$ cat src/rtl/qrp_pkg.sv
// Shared widths, stage counts and saturation limits for the quaternion point rotator.
package qrp_pkg;

   // Field widths
   localparam int QUAT_W  = 16;
   localparam int POINT_W = 24;
   localparam int OUT_W   = 24;

   // Internal datapath widths
   localparam int PROD1_W = QUAT_W + POINT_W;   // q component times point coordinate
   localparam int T_W     = PROD1_W + 2;        // sum of three such products
   localparam int SQ_W    = 2 * QUAT_W - 1;     // one squared component
   localparam int N_W     = SQ_W + 2;           // sum of four squares
   localparam int PROD2_W = T_W + QUAT_W;       // t term times q component
   localparam int F_W     = PROD2_W + 2;        // sum of four such products
   localparam int S_W     = 31;                 // floor(sqrt(N * 2^28))
   localparam int SQ_REM_W = S_W + 3;           // remainder of the root recurrence
   localparam int VAL_W   = 2 * S_W;            // radicand padded to whole digit pairs
   localparam int VAL_SH  = 28;                 // radicand is N shifted left by this

   // Stage counts
   localparam int FRONT_STG = 4;                // products, sums, products, sums
   localparam int SQRT_STG  = S_W;              // one root bit per stage
   localparam int F_DLY     = 2 + SQRT_STG - FRONT_STG;
   localparam int DIV_STG   = OUT_W - 1;        // quotient bits below the saturation point
   localparam int PIPE_STG  = 2 + SQRT_STG + 1 + DIV_STG + 1;

   // Bus widths
   localparam int REQ_W = 4 * QUAT_W + 3 * POINT_W;
   localparam int RSP_W = 3 * OUT_W;

   // Saturation limits
   localparam logic signed [OUT_W-1:0] OUT_MAX = {1'b0, {(OUT_W-1){1'b1}}};
   localparam logic signed [OUT_W-1:0] OUT_MIN = {1'b1, {(OUT_W-1){1'b0}}};

endpackage

$ cat src/rtl/qrp_sqrt.sv
// Pipelined integer square root of N * 2^28, one root bit per stage.
module qrp_sqrt (
   input  logic                        clock,
   input  logic                        en,
   input  logic [qrp_pkg::N_W-1:0]     n_in,
   output logic [qrp_pkg::S_W-1:0]     s_out
);

   logic [qrp_pkg::S_W-1:0]      rt_ff [qrp_pkg::SQRT_STG];
   logic [qrp_pkg::S_W-1:0]      rt_in [qrp_pkg::SQRT_STG];
   logic [qrp_pkg::SQ_REM_W-1:0] rm_ff [qrp_pkg::SQRT_STG];
   logic [qrp_pkg::SQ_REM_W-1:0] rm_in [qrp_pkg::SQRT_STG];
   logic [qrp_pkg::N_W-1:0]      nv_ff [qrp_pkg::SQRT_STG];
   logic [qrp_pkg::N_W-1:0]      nv_in [qrp_pkg::SQRT_STG];

   logic [qrp_pkg::S_W-1:0]      rt_prev [qrp_pkg::SQRT_STG];
   logic [qrp_pkg::SQ_REM_W-1:0] rm_prev [qrp_pkg::SQRT_STG];
   logic [qrp_pkg::VAL_W-1:0]    val     [qrp_pkg::SQRT_STG];
   logic [qrp_pkg::SQ_REM_W-1:0] rm_sh   [qrp_pkg::SQRT_STG];
   logic [qrp_pkg::SQ_REM_W-1:0] test    [qrp_pkg::SQRT_STG];

   // Each stage brings down one digit pair and tries root bit one
   always_comb begin
      for (int k = 0; k < qrp_pkg::SQRT_STG; k++) begin
         if (k == 0) begin
            rt_prev[k] = '0;
            rm_prev[k] = '0;
            nv_in[k]   = n_in;
         end else begin
            rt_prev[k] = rt_ff[k-1];
            rm_prev[k] = rm_ff[k-1];
            nv_in[k]   = nv_ff[k-1];
         end
         val[k]   = qrp_pkg::VAL_W'({nv_in[k], {qrp_pkg::VAL_SH{1'b0}}});
         rm_sh[k] = {rm_prev[k][qrp_pkg::SQ_REM_W-3:0],
                     val[k][qrp_pkg::VAL_W-1-2*k -: 2]};
         test[k]  = {1'b0, rt_prev[k], 2'b01};
         if (rm_sh[k] >= test[k]) begin
            rm_in[k] = rm_sh[k] - test[k];
            rt_in[k] = {rt_prev[k][qrp_pkg::S_W-2:0], 1'b1};
         end else begin
            rm_in[k] = rm_sh[k];
            rt_in[k] = {rt_prev[k][qrp_pkg::S_W-2:0], 1'b0};
         end
      end
   end

   always_ff @(posedge clock) begin
      if (en) begin
         rt_ff <= rt_in;
         rm_ff <= rm_in;
         nv_ff <= nv_in;
      end
   end

   assign s_out = rt_ff[qrp_pkg::SQRT_STG-1];

endmodule

$ cat config.mk
export PLATFORM = sky130hd
export DESIGN_NAME = qrp_sqrt
export DESIGN_NICKNAME = d
export VERILOG_FILES = /design/src/rtl/qrp_pkg.sv /design/src/rtl/qrp_sqrt.sv
export SDC_FILE = /design/constraint.sdc
export NUM_CORES = 2
export LEC_CHECK = 0
export BUFFER_PORTS_ARGS = -buffer_cell sky130_fd_sc_hd__buf_2
export CORE_MARGIN = 2
export CORE_UTILIZATION = 50
export DETAILED_ROUTE_END_ITERATION = 10
export PLACE_DENSITY = 0.73
export SYNTH_ARGS = -nofsm -noshare
export SYNTH_HDL_FRONTEND = slang
export SYNTH_SLANG_ARGS = --single-unit
$ cat constraint.sdc
create_clock -name clock -period 3.95 [get_ports clock]
set_input_delay 0.79 -clock clock [delete_from_list [all_inputs] [get_ports clock]]
set_output_delay 0.79 -clock clock [all_outputs]
set_load 0.03 [all_outputs]
==> impl_metrics.yaml <==
worst_setup_path:
  worstRegToRegCells: 14
  cp-start-kind: "flop"
  cp_data_required_time_ns: 4.51
  path_class: "flop to flop"
  critPathBufInv: 4
  critical-path-max-stage-delay_ns: 0.57
  endpoint_kind: "flop"
  timing.critical_path.cells: "ha_1 -> inv_1 -> fa_1 -> nand2b_1 -> a21oi_2 -> a2111oi_2 -> buf_4 -> o21ai_1 -> a41oi_1 -> buf_4 -> o221ai_1 -> or4b_4 -> buf_12 -> mux2_2"
  path_depth: 14
  crit_top_cell: "buf_4"
  cp_data_arrival_time_ns: 4.36
  crit_path_max_fanout: 44
  path_delay_family: "compound AO/OA/AOI/OAI gates"
  cp_slowest_cell: "or4b_4"
drt:
  vias: 56249
  wl_per_cell_um: 18.1
  ant_nets: 0
  drt_pre_antenna_iters: 6
  routed_wl_um: 180000
  drc_errors: 0
  drt_iter0_drc: 4224
  routed_via_density: 5.64
placed_design:
  dp_hpwl_um: 132000
  gp_congestion: 0.943
  port_buffers: 65
  preCtsSetupSlack_ns: -0.240
logic_synthesis:
  synth_seq_cells: 1661
  yosysSeqAreaShare_pct: 57.8
  synth_top_area_share_pct: 57.8
  syn_nets: 7873
  ys.flop_type: "edfxtp_1"
  yosys_warnings: 0
  syn-instance-count: 7327
  synth.distinct_cells: 83
  synth_edf_count: 1661
  synth-async-reset-ratio_pct: 0
  avgSynthCellArea_um2: 11.8
  yosysTopAreaCell: "edfxtp_1"
  synthTopCellsByArea: "edfxtp_1 58%, ha_1 7.2%, xnor2_1 3.8%, xor2_1 3.5%, a21oi_1 2.9%"
  syn_area_um2: 86300
cells_and_area:
  nets: 8060
  drive_gt1_share_pct: 8.10
  post-route-util_pct: 56.1
  fillers: 13973
  area_growth_pct: 11.5
  seqCellArea_um2: 49900
  multiInputGateArea_um2: 33300
sta:
  finalCritPeriodShare_pct: 96.2
  tightestPinTransition_ns: 0.996
  finalSetupViolations: 0
  min_period_ns: 3.80
  finalSetupTns_ns: 0
  setup_slack_ns: 0.148
  final_max_slew_viol_count: 0
  hold_violations: 0
  max_slew_margin_pct: 32.7
  fmaxAchievable_mhz: 263
  clock-skew-final_ns: 0.0573
  holdWs_ns: 0.123
grt:
  grt_remaining_overflow: 0
  grt_usage_pct: 20.2
  grt_pass1_vias: 55301
  grt_pass1_wl_um: 286000
  grt_max_degree: 94
  antenna_found_initial: 2
clocking:
  cts.sink_count: 1661
  clk_latency_ns: 0.84
  cts-buffers-inserted: 177
  clk_pin_slew_ns: 0.06
  cts_max_level: 4
  cts_tree: "yes"
  cts_buffer_depth: 3
  postCtsHoldBufs: 0
  cts-root-buf: "clkbuf_16"
hold_path:
  holdPathStages: 1
  min_path_type: "primary input to flop"
job:
  drv_cap: 0
power:
  leakage_nw: 37.6
  vdd.ir_drop.worst_mv: 0.454
  power.density_nw_per_um2: 565
die:
  core_um2: 172000
  row_count: 152
  die_h_um: 420
  die_area_um2: 176000
  ios: 66
  die_w_um: 420
  start_util_pct: 50.3
status:
  status: "completed"
==> placed cells by master (no fill, tap or decap), drive strengths merged, types with 15 or more instances in the layout <==
cell type and instances:
edfxtp 1661, inv 638, nor2 559, ha 498
a21oi 498, nand2 423, o21ai 377, xnor2 371
xor2 348, a21o 211, clkbuf 206, buf 198
nor3 180, nand3 118, nand2b 108, or3 106
o21a 99, nor4 93, clkinv 84, mux2 81
nand4 77, nor2b 71, a31oi 51, a211oi 50
o31ai 47, or4 41, o21bai 37, or2 36
and3 35, o211ai 29, bufinv 24, nand3b 21
and2 20, nor3b 20, a2111oi 20, mux2i 16
and4 15
==> kinds of logic after synthesis <==
kind of cell,Yosys count,synth area share (%)
AOI/OAI and AO/OA,1561,11.3
DFF,1661,57.8
buffers and inverters,823,3.73
and+or+nand+nor,1954,11.2
adders and majority gates,511,7.52
muxes,97,1.24
xor gates and xnor gates,719,7.29
other,1,0.00434
==> flip-flops by register name, indices dropped and copies added, names as in the netlist <==
signal,cells
rm_ff,893
rt_ff,465
nv_ff,272
s_out,31
==> final timing paths <==
check,endpoint,startpoint,slack (ns)
setup reg to reg,rm_ff[73]$_DFFE_PP_,rm_ff[102]$_SDFFCE_PP0P_,0.15
setup / recovery,rm_ff[73]$_DFFE_PP_,rm_ff[102]$_SDFFCE_PP0P_,0.15
hold reg to reg,nv_ff[944]$_DFFE_PP_,nv_ff[977]$_DFFE_PP_,0.40
hold / removal,nv_ff[999]$_DFFE_PP_,n_in[9],0.12
==> routing by layer <==
metal / global-route usage (%) / routed length, um
met2: 35.3 / 89600
met4: 9.14 / 7940
met5: 0 / 0
met1: 24.6 / 74400
met3: 3.14 / 8220
==> power breakdown <==
| part | internal [mW] | leakage [nW] | switching [mW] |
|---|---|---|---|
| Clock | 9.96 | 2.93 | 7.11 |
| Sequential | 22.8 | 15.7 | 1.77 |
| Combinational | 5.54 | 19.0 | 7.17 |
==> cells in the mapped netlist, types with 51 or more instances <==
master	count
edfxtp_1	1661
inv_1	628
nor2_1	559
a21oi_1	498
ha_1	498
nand2_1	423
o21ai_0	375
xnor2_1	371
xor2_1	348
a21o_1	211
nor3_1	179
clkbuf_1	143
nand3_1	118
nand2b_1	108
or3_1	105
o21a_1	99
nor4_1	92
mux2_2	81
nand4_1	77
nor2b_1	71
a31oi_1	51
==> area by class of cell <==
cell class | count | share of cell area (%)
Multi-Input combinational cell | 4843 | 34.6
Antenna cell | 1 | 0.00260
Inverter | 633 | 2.47
Clock inverter | 123 | 1.60
Timing Repair Buffer | 198 | 1.73
Sequential cell | 1661 | 51.8
Clock buffer | 206 | 4.74
Tap cell | 2310 | 3.00
==> stage by stage <==
step,cells,power [mW],cell area [um2]
floorplan,7327,33.6,86300
global placement,9642,37.0,90100
detailed placement,9642,37.3,90100
CTS,9971,54.6,96200
global route,9974,57.1,96200
finish,9975,54.3,96200
==> what timing repair did <==
action | CTS | global route
endpoints found under the hold margin | 0 | 0
endpoints found under the setup margin | 30 | 57
cloned | 0 | 1
resized for setup | 2 | 11
pin swaps | 0 | 1
setup buffers | 0 | 2
==> worst register-to-register path: cells and delay by family, from the launching register on <==
family,cells,cell delay [ns]
simple gates,2,0.73
fa+ha+maj,2,0.43
flops,1,0.42
buf+inv,4,0.63
mux,1,0.33
compound gates,5,1.00
Note: power is estimated with default switching activity, not from simulation.
