--- src/rtl/qrp_pkg.sv ---
// Shared widths, stage counts and saturation limits for the quaternion point rotator.
package qrp_pkg;

   // Field widths
   localparam int QUAT_W  = 16;
   localparam int POINT_W = 24;
   localparam int OUT_W   = 24;

   // Internal datapath widths
   localparam int PROD1_W = QUAT_W + POINT_W;   // q component times point coordinate
   localparam int T_W     = PROD1_W + 2;        // sum of three such products
   localparam int SQ_W    = 2 * QUAT_W - 1;     // one squared component
   localparam int N_W     = SQ_W + 2;           // sum of four squares
   localparam int PROD2_W = T_W + QUAT_W;       // t term times q component
   localparam int F_W     = PROD2_W + 2;        // sum of four such products
   localparam int S_W     = 31;                 // floor(sqrt(N * 2^28))
   localparam int SQ_REM_W = S_W + 3;           // remainder of the root recurrence
   localparam int VAL_W   = 2 * S_W;            // radicand padded to whole digit pairs
   localparam int VAL_SH  = 28;                 // radicand is N shifted left by this

   // Stage counts
   localparam int FRONT_STG = 4;                // products, sums, products, sums
   localparam int SQRT_STG  = S_W;              // one root bit per stage
   localparam int F_DLY     = 2 + SQRT_STG - FRONT_STG;
   localparam int DIV_STG   = OUT_W - 1;        // quotient bits below the saturation point
   localparam int PIPE_STG  = 2 + SQRT_STG + 1 + DIV_STG + 1;

   // Bus widths
   localparam int REQ_W = 4 * QUAT_W + 3 * POINT_W;
   localparam int RSP_W = 3 * OUT_W;

   // Saturation limits
   localparam logic signed [OUT_W-1:0] OUT_MAX = {1'b0, {(OUT_W-1){1'b1}}};
   localparam logic signed [OUT_W-1:0] OUT_MIN = {1'b1, {(OUT_W-1){1'b0}}};

endpackage

--- src/rtl/qrp_div_lane.sv ---
// One output lane: rounded division of the vector part by the root, with saturation.
module qrp_div_lane (
   input  logic                               clock,
   input  logic                               en,
   input  logic signed [qrp_pkg::F_W-1:0]     f_in,
   input  logic        [qrp_pkg::S_W-1:0]     s_in,
   output logic signed [qrp_pkg::OUT_W-1:0]   res
);

   logic [qrp_pkg::F_W-1:0]     mag;
   logic [qrp_pkg::F_W-1:0]     dvd;
   logic [qrp_pkg::F_W-1:0]     sat_lim;

   logic [qrp_pkg::F_W-1:0]     rem0_ff;
   logic [qrp_pkg::S_W-1:0]     s0_ff;
   logic                        neg0_ff;
   logic                        sat0_ff;
   logic                        zero0_ff;

   logic [qrp_pkg::F_W-1:0]     rem_ff  [qrp_pkg::DIV_STG];
   logic [qrp_pkg::F_W-1:0]     rem_in  [qrp_pkg::DIV_STG];
   logic [qrp_pkg::DIV_STG-1:0] quo_ff  [qrp_pkg::DIV_STG];
   logic [qrp_pkg::DIV_STG-1:0] quo_in  [qrp_pkg::DIV_STG];
   logic [qrp_pkg::S_W-1:0]     s_ff    [qrp_pkg::DIV_STG];
   logic [qrp_pkg::S_W-1:0]     s_in_a  [qrp_pkg::DIV_STG];
   logic                        neg_ff  [qrp_pkg::DIV_STG];
   logic                        neg_in  [qrp_pkg::DIV_STG];
   logic                        sat_ff  [qrp_pkg::DIV_STG];
   logic                        sat_in  [qrp_pkg::DIV_STG];
   logic                        zero_ff [qrp_pkg::DIV_STG];
   logic                        zero_in [qrp_pkg::DIV_STG];

   logic [qrp_pkg::F_W-1:0]     rem_prev [qrp_pkg::DIV_STG];
   logic [qrp_pkg::DIV_STG-1:0] quo_prev [qrp_pkg::DIV_STG];
   logic [qrp_pkg::F_W-1:0]     trial    [qrp_pkg::DIV_STG];

   logic signed [qrp_pkg::OUT_W-1:0] res_in;
   logic signed [qrp_pkg::OUT_W-1:0] res_ff;

   // Prepare: magnitude plus half the divisor, and the saturation test
   always_comb begin
      mag     = f_in[qrp_pkg::F_W-1] ? qrp_pkg::F_W'(-f_in) : qrp_pkg::F_W'(f_in);
      dvd     = mag + qrp_pkg::F_W'(s_in >> 1);
      sat_lim = qrp_pkg::F_W'({s_in, {qrp_pkg::DIV_STG{1'b0}}});
   end

   always_ff @(posedge clock) begin
      if (en) begin
         rem0_ff  <= dvd;
         s0_ff    <= s_in;
         neg0_ff  <= f_in[qrp_pkg::F_W-1];
         sat0_ff  <= (dvd >= sat_lim);
         zero0_ff <= (s_in == '0);
      end
   end

   // Restoring division, most significant quotient bit first
   always_comb begin
      for (int k = 0; k < qrp_pkg::DIV_STG; k++) begin
         if (k == 0) begin
            rem_prev[k] = rem0_ff;
            quo_prev[k] = '0;
            s_in_a[k]   = s0_ff;
            neg_in[k]   = neg0_ff;
            sat_in[k]   = sat0_ff;
            zero_in[k]  = zero0_ff;
         end else begin
            rem_prev[k] = rem_ff[k-1];
            quo_prev[k] = quo_ff[k-1];
            s_in_a[k]   = s_ff[k-1];
            neg_in[k]   = neg_ff[k-1];
            sat_in[k]   = sat_ff[k-1];
            zero_in[k]  = zero_ff[k-1];
         end
         trial[k]  = qrp_pkg::F_W'(s_in_a[k]) << (qrp_pkg::DIV_STG - 1 - k);
         quo_in[k] = quo_prev[k];
         if (rem_prev[k] >= trial[k]) begin
            rem_in[k] = rem_prev[k] - trial[k];
            quo_in[k][qrp_pkg::DIV_STG - 1 - k] = 1'b1;
         end else begin
            rem_in[k] = rem_prev[k];
         end
      end
   end

   always_ff @(posedge clock) begin
      if (en) begin
         rem_ff  <= rem_in;
         quo_ff  <= quo_in;
         s_ff    <= s_in_a;
         neg_ff  <= neg_in;
         sat_ff  <= sat_in;
         zero_ff <= zero_in;
      end
   end

   // Apply sign, saturation and the zero-magnitude case
   always_comb begin
      if (zero_ff[qrp_pkg::DIV_STG-1]) begin
         res_in = '0;
      end else if (sat_ff[qrp_pkg::DIV_STG-1]) begin
         res_in = neg_ff[qrp_pkg::DIV_STG-1] ? qrp_pkg::OUT_MIN : qrp_pkg::OUT_MAX;
      end else if (neg_ff[qrp_pkg::DIV_STG-1]) begin
         res_in = -$signed({1'b0, quo_ff[qrp_pkg::DIV_STG-1]});
      end else begin
         res_in = $signed({1'b0, quo_ff[qrp_pkg::DIV_STG-1]});
      end
   end

   always_ff @(posedge clock) begin
      if (en) begin
         res_ff <= res_in;
      end
   end

   assign res = res_ff;

endmodule

--- config.mk ---
export PLATFORM = sky130hd
export DESIGN_NAME = qrp_div_lane
export DESIGN_NICKNAME = d
export VERILOG_FILES = /design/src/rtl/qrp_pkg.sv /design/src/rtl/qrp_div_lane.sv
export SDC_FILE = /design/constraint.sdc
export NUM_CORES = 2
export LEC_CHECK = 0
export BUFFER_PORTS_ARGS = -buffer_cell sky130_fd_sc_hd__buf_2
export CAP_MARGIN = 30
export CORE_MARGIN = 3
export CORE_UTILIZATION = 40
export CTS_CLUSTER_DIAMETER = 50
export CTS_CLUSTER_SIZE = 30
export DETAILED_ROUTE_END_ITERATION = 8
export PLACE_DENSITY = 0.61
export SLEW_MARGIN = 20
export SYNTH_ARGS = -nofsm -noshare
export SYNTH_HDL_FRONTEND = slang
export SYNTH_SLANG_ARGS = --single-unit
--- constraint.sdc ---
create_clock -name clock -period 20.1 [get_ports clock]
set_input_delay 5.025 -clock clock [delete_from_list [all_inputs] [get_ports clock]]
set_output_delay 5.025 -clock clock [all_outputs]
set_load 0.05 [all_outputs]
==> impl_metrics.ini <==
[status]
outcome = finished clean

[floorplan]
start_util_pct = 40.4
placementRows = 209
die_h_um = 579
ios = 117
fp.dieArea_um2 = 336000
core_area_um2 = 326000
die_w_um = 579

[placed_design]
portBuffers = 116
gp_congestion = 0.928
hpwlAfterDp_mm = 259
post-place-ws_ns = 5.85
placed_area_um2 = 138000

[clock_network]
clk_latency_ns = 0.92
cts-root-buf = clkbuf_16
post_cts_buffers = 0
clock-sinks = 2465
clk_path_buf_depth = 4
cts_hold_buf = 0
cts_resized = 0
clk_pin_slew_ns = 0.07
htreeDepth = 5
cts_buffers = 291
cts_tree = built

[global_routing]
grt_pass1_wl_mm = 517
grtUsageMet3_pct = 2.33
grt_max_degree = 200
top_usage_layer = met2
grt_pass1_vias = 88000
grt_use_met2_pct = 35.6
grt_use_met1_pct = 24.2
grt-ovfl-total = 0
antenna_found_initial = 9
grt_usage_pct = 19.6

[layout]
syn2layout_area_growth_pct = 12.4
drive_gt1_share_pct = 8.02
postLayoutCoreUtil_pct = 45.4
regArea_um2 = 74000
multi_input_area_um2 = 53300
stdcell_area_um2 = 148000
fill_cells = 29500
layout.nets = 12600

[yosys]
synth_top_family_by_area = simple AND/OR/NAND/NOR gates
synth_mux_area_share_pct = 1.15
synth-simple-area-share_pct = 12.2
yosysTopAreaCell = edfxtp_1
synth_cell_types = 94
syn-instance-count = 11500
synth_top_cell_area_share_pct = 56.3
async_flop_share_pct = 0
synthesis.area_um2 = 132000
synth-compound-area-share_pct = 12.2
yosys-top-cells-area = edfxtp_1 56%, ha_1 7.4%, xnor2_1 4.1%
synth_flop_cell = edfxtp_1
ys.warnings.count = 0
synth_most_common_cell = edfxtp_1
synthXorXnorAreaFrac_pct = 6.99
synth_seq_area_share_pct = 56.3
synth_nets = 12400
synth-edff-count = 2465
synth-seq-cells = 2465
avgSynthCellArea_um2 = 11.5
synthTopCellsByCount = 2465 x edfxtp_1, 947 x inv_1, 838 x nand2_1
synth_fa_ha_area_share_pct = 7.75

[power]
p_leak_nw = 56.2
clockPowerShare_pct = 26.6
combPwrFrac_pct = 34.6
intPower_mw = 13.2
p_per_area_nw_per_um2 = 138
p_seq_share_pct = 38.8
switching_share_pct = 35.7
power.switching_mw = 7.30
ir_drop_uv = 77.2

[timing]
finalSetupTns_ns = 0
drv_slew = 0
setup_viol = 0
rsz0062_at_grt = false
post-route-period-util_pct = 66.6
fin_worst_skew_ns = 0.0593
timing.final.ws_setup_ns = 6.72
hold_viol_final = 0
post-route-min-period_ns = 13.38
slew_headroom_pct = 24.2
hold_ws_ns = 0.388
fmax_mhz = 74.8
worst_pin_slew_ns = 1.14

[critical_path]
worstSetupPathType = input port to flip-flop
start_kind = input port
slowest_delay_ns = 0.73
arrival_ns = 14.13
crit_start = f_in[0]
critPathCaptureType = flip-flop
cpMaxStageDelayCell = nor4_2
worstPathRequired_ns = 20.85
cp_max_fo = 10
rr_startpoint = s_ff[508]$_DFFE_PP_

[drt]
wl_mm = 337
viasPerCell = 5.46
dr.pass1.iters = 6
wl_per_cell_um = 20.7
dr_total_vias = 89000
drc = 0
drt_iter0_markers = 6598
ant_nets = 0

[flow_run]
cap_violations = 0

[min_path]
min-delay-start = quo_ff[100]$_DFFE_PP_
hold_class = flip-flop to flip-flop
-- logic make-up after synthesis --
family | count (synthesis)
buffers and inverters | 1173
adders and majority gates | 801
DFF | 2465
muxes | 136
AOI/OAI and AO/OA | 2597
and+or+nand+nor | 3243
xor gates and xnor gates | 1050
-- routing by layer --
layer / wire length (um) / up-vias / share of wire [%]
li1: - / 42900 / -
met1: 140000 / 43300 / 42
met2: 172000 / 2106 / 51
met3: 13600 / 621 / 4.0
met4: 11800 / 0 / 3.5
met5: 0 / - / 0
-- cell type report --
| cell class | instances | area share, % |
|---|---|---|
| Antenna cell | 7 | 0.0118 |
| Clock buffer | 308 | 5.00 |
| Clock inverter | 230 | 1.86 |
| Inverter | 950 | 2.41 |
| Multi-Input combinational cell | 7827 | 36.0 |
| Sequential cell | 2465 | 50.0 |
| Tap cell | 4325 | 3.66 |
| Timing Repair Buffer | 199 | 0.969 |
-- per-stage QoR --
step,power [mW],std cells
after detailed placement,15.0,15800
after CTS,20.6,16300
final,20.5,16300
after global routing,21.8,16300
after floorplan,12.9,11500
after global placement,14.9,15700
-- registers in the layout, summed over array words and instances (netlist names) --
name      count
sat_ff       23
sat0_ff       1
rem0_ff      60
neg0_ff       1
res          24
s_ff        682
zero0_ff      1
rem_ff     1320
zero_ff      23
neg_ff       23
quo_ff      276
s0_ff        31
-- cells in the final DEF (no fill, tap or decap), drive strengths merged, types with 26 or more instances in the layout --
| cell | instances |
|---|---|
| edfxtp | 2465 |
| inv | 1043 |
| nand2 | 838 |
| a21oi | 792 |
| nor2 | 790 |
| ha | 778 |
| o21ai | 696 |
| xnor2 | 612 |
| xor2 | 438 |
| a21o | 341 |
| clkbuf | 311 |
| nor3 | 275 |
| nand3 | 211 |
| buf | 196 |
| nor4 | 192 |
| nand2b | 177 |
| nand4 | 143 |
| mux2 | 123 |
| or3 | 117 |
| o21a | 107 |
| nor2b | 105 |
| clkinv | 99 |
| a211oi | 89 |
| o31ai | 81 |
| a31oi | 80 |
| o21bai | 70 |
| or4 | 69 |
| and3 | 68 |
| or2 | 65 |
| nand3b | 42 |
| o211ai | 41 |
| and2 | 37 |
| o41ai | 32 |
| o31a | 28 |
| nor3b | 26 |
| a211o | 26 |
-- critical path: cells and delay by family --
kind                       cells  cell delay [ns]
adders and majority gates      3             0.95
xor gates and xnor gates       2             0.46
AOI/OAI and AO/OA              7             1.97
buffers and inverters          4             0.63
and+or+nand+nor               15             5.08
-- final timing paths --
check        cells past startpoint  slack, ns                    end
min                              0       0.39   quo_ff[77]$_DFFE_PP_
min reg2reg                      0       0.39   quo_ff[77]$_DFFE_PP_
max                             31       6.72      sat0_ff$_DFFE_PP_
max reg2reg                     14      14.93  rem_ff[950]$_DFFE_PP_
-- power by group through the flow --
| stage | sequential, mW | clock (mW) | combinational, mW |
|---|---|---|---|
| 3_5_place_dp | 8.06 | 0 | 6.99 |
| 3_3_place_gp | 8.05 | 0 | 6.85 |
| 4_1_cts | 7.96 | 5.59 | 7.04 |
| 2_1_floorplan | 7.65 | 0 | 5.28 |
| 5_1_grt | 8.05 | 5.81 | 7.90 |
| 6_report | 7.95 | 5.44 | 7.09 |
Power figures use the tool's default switching activity.
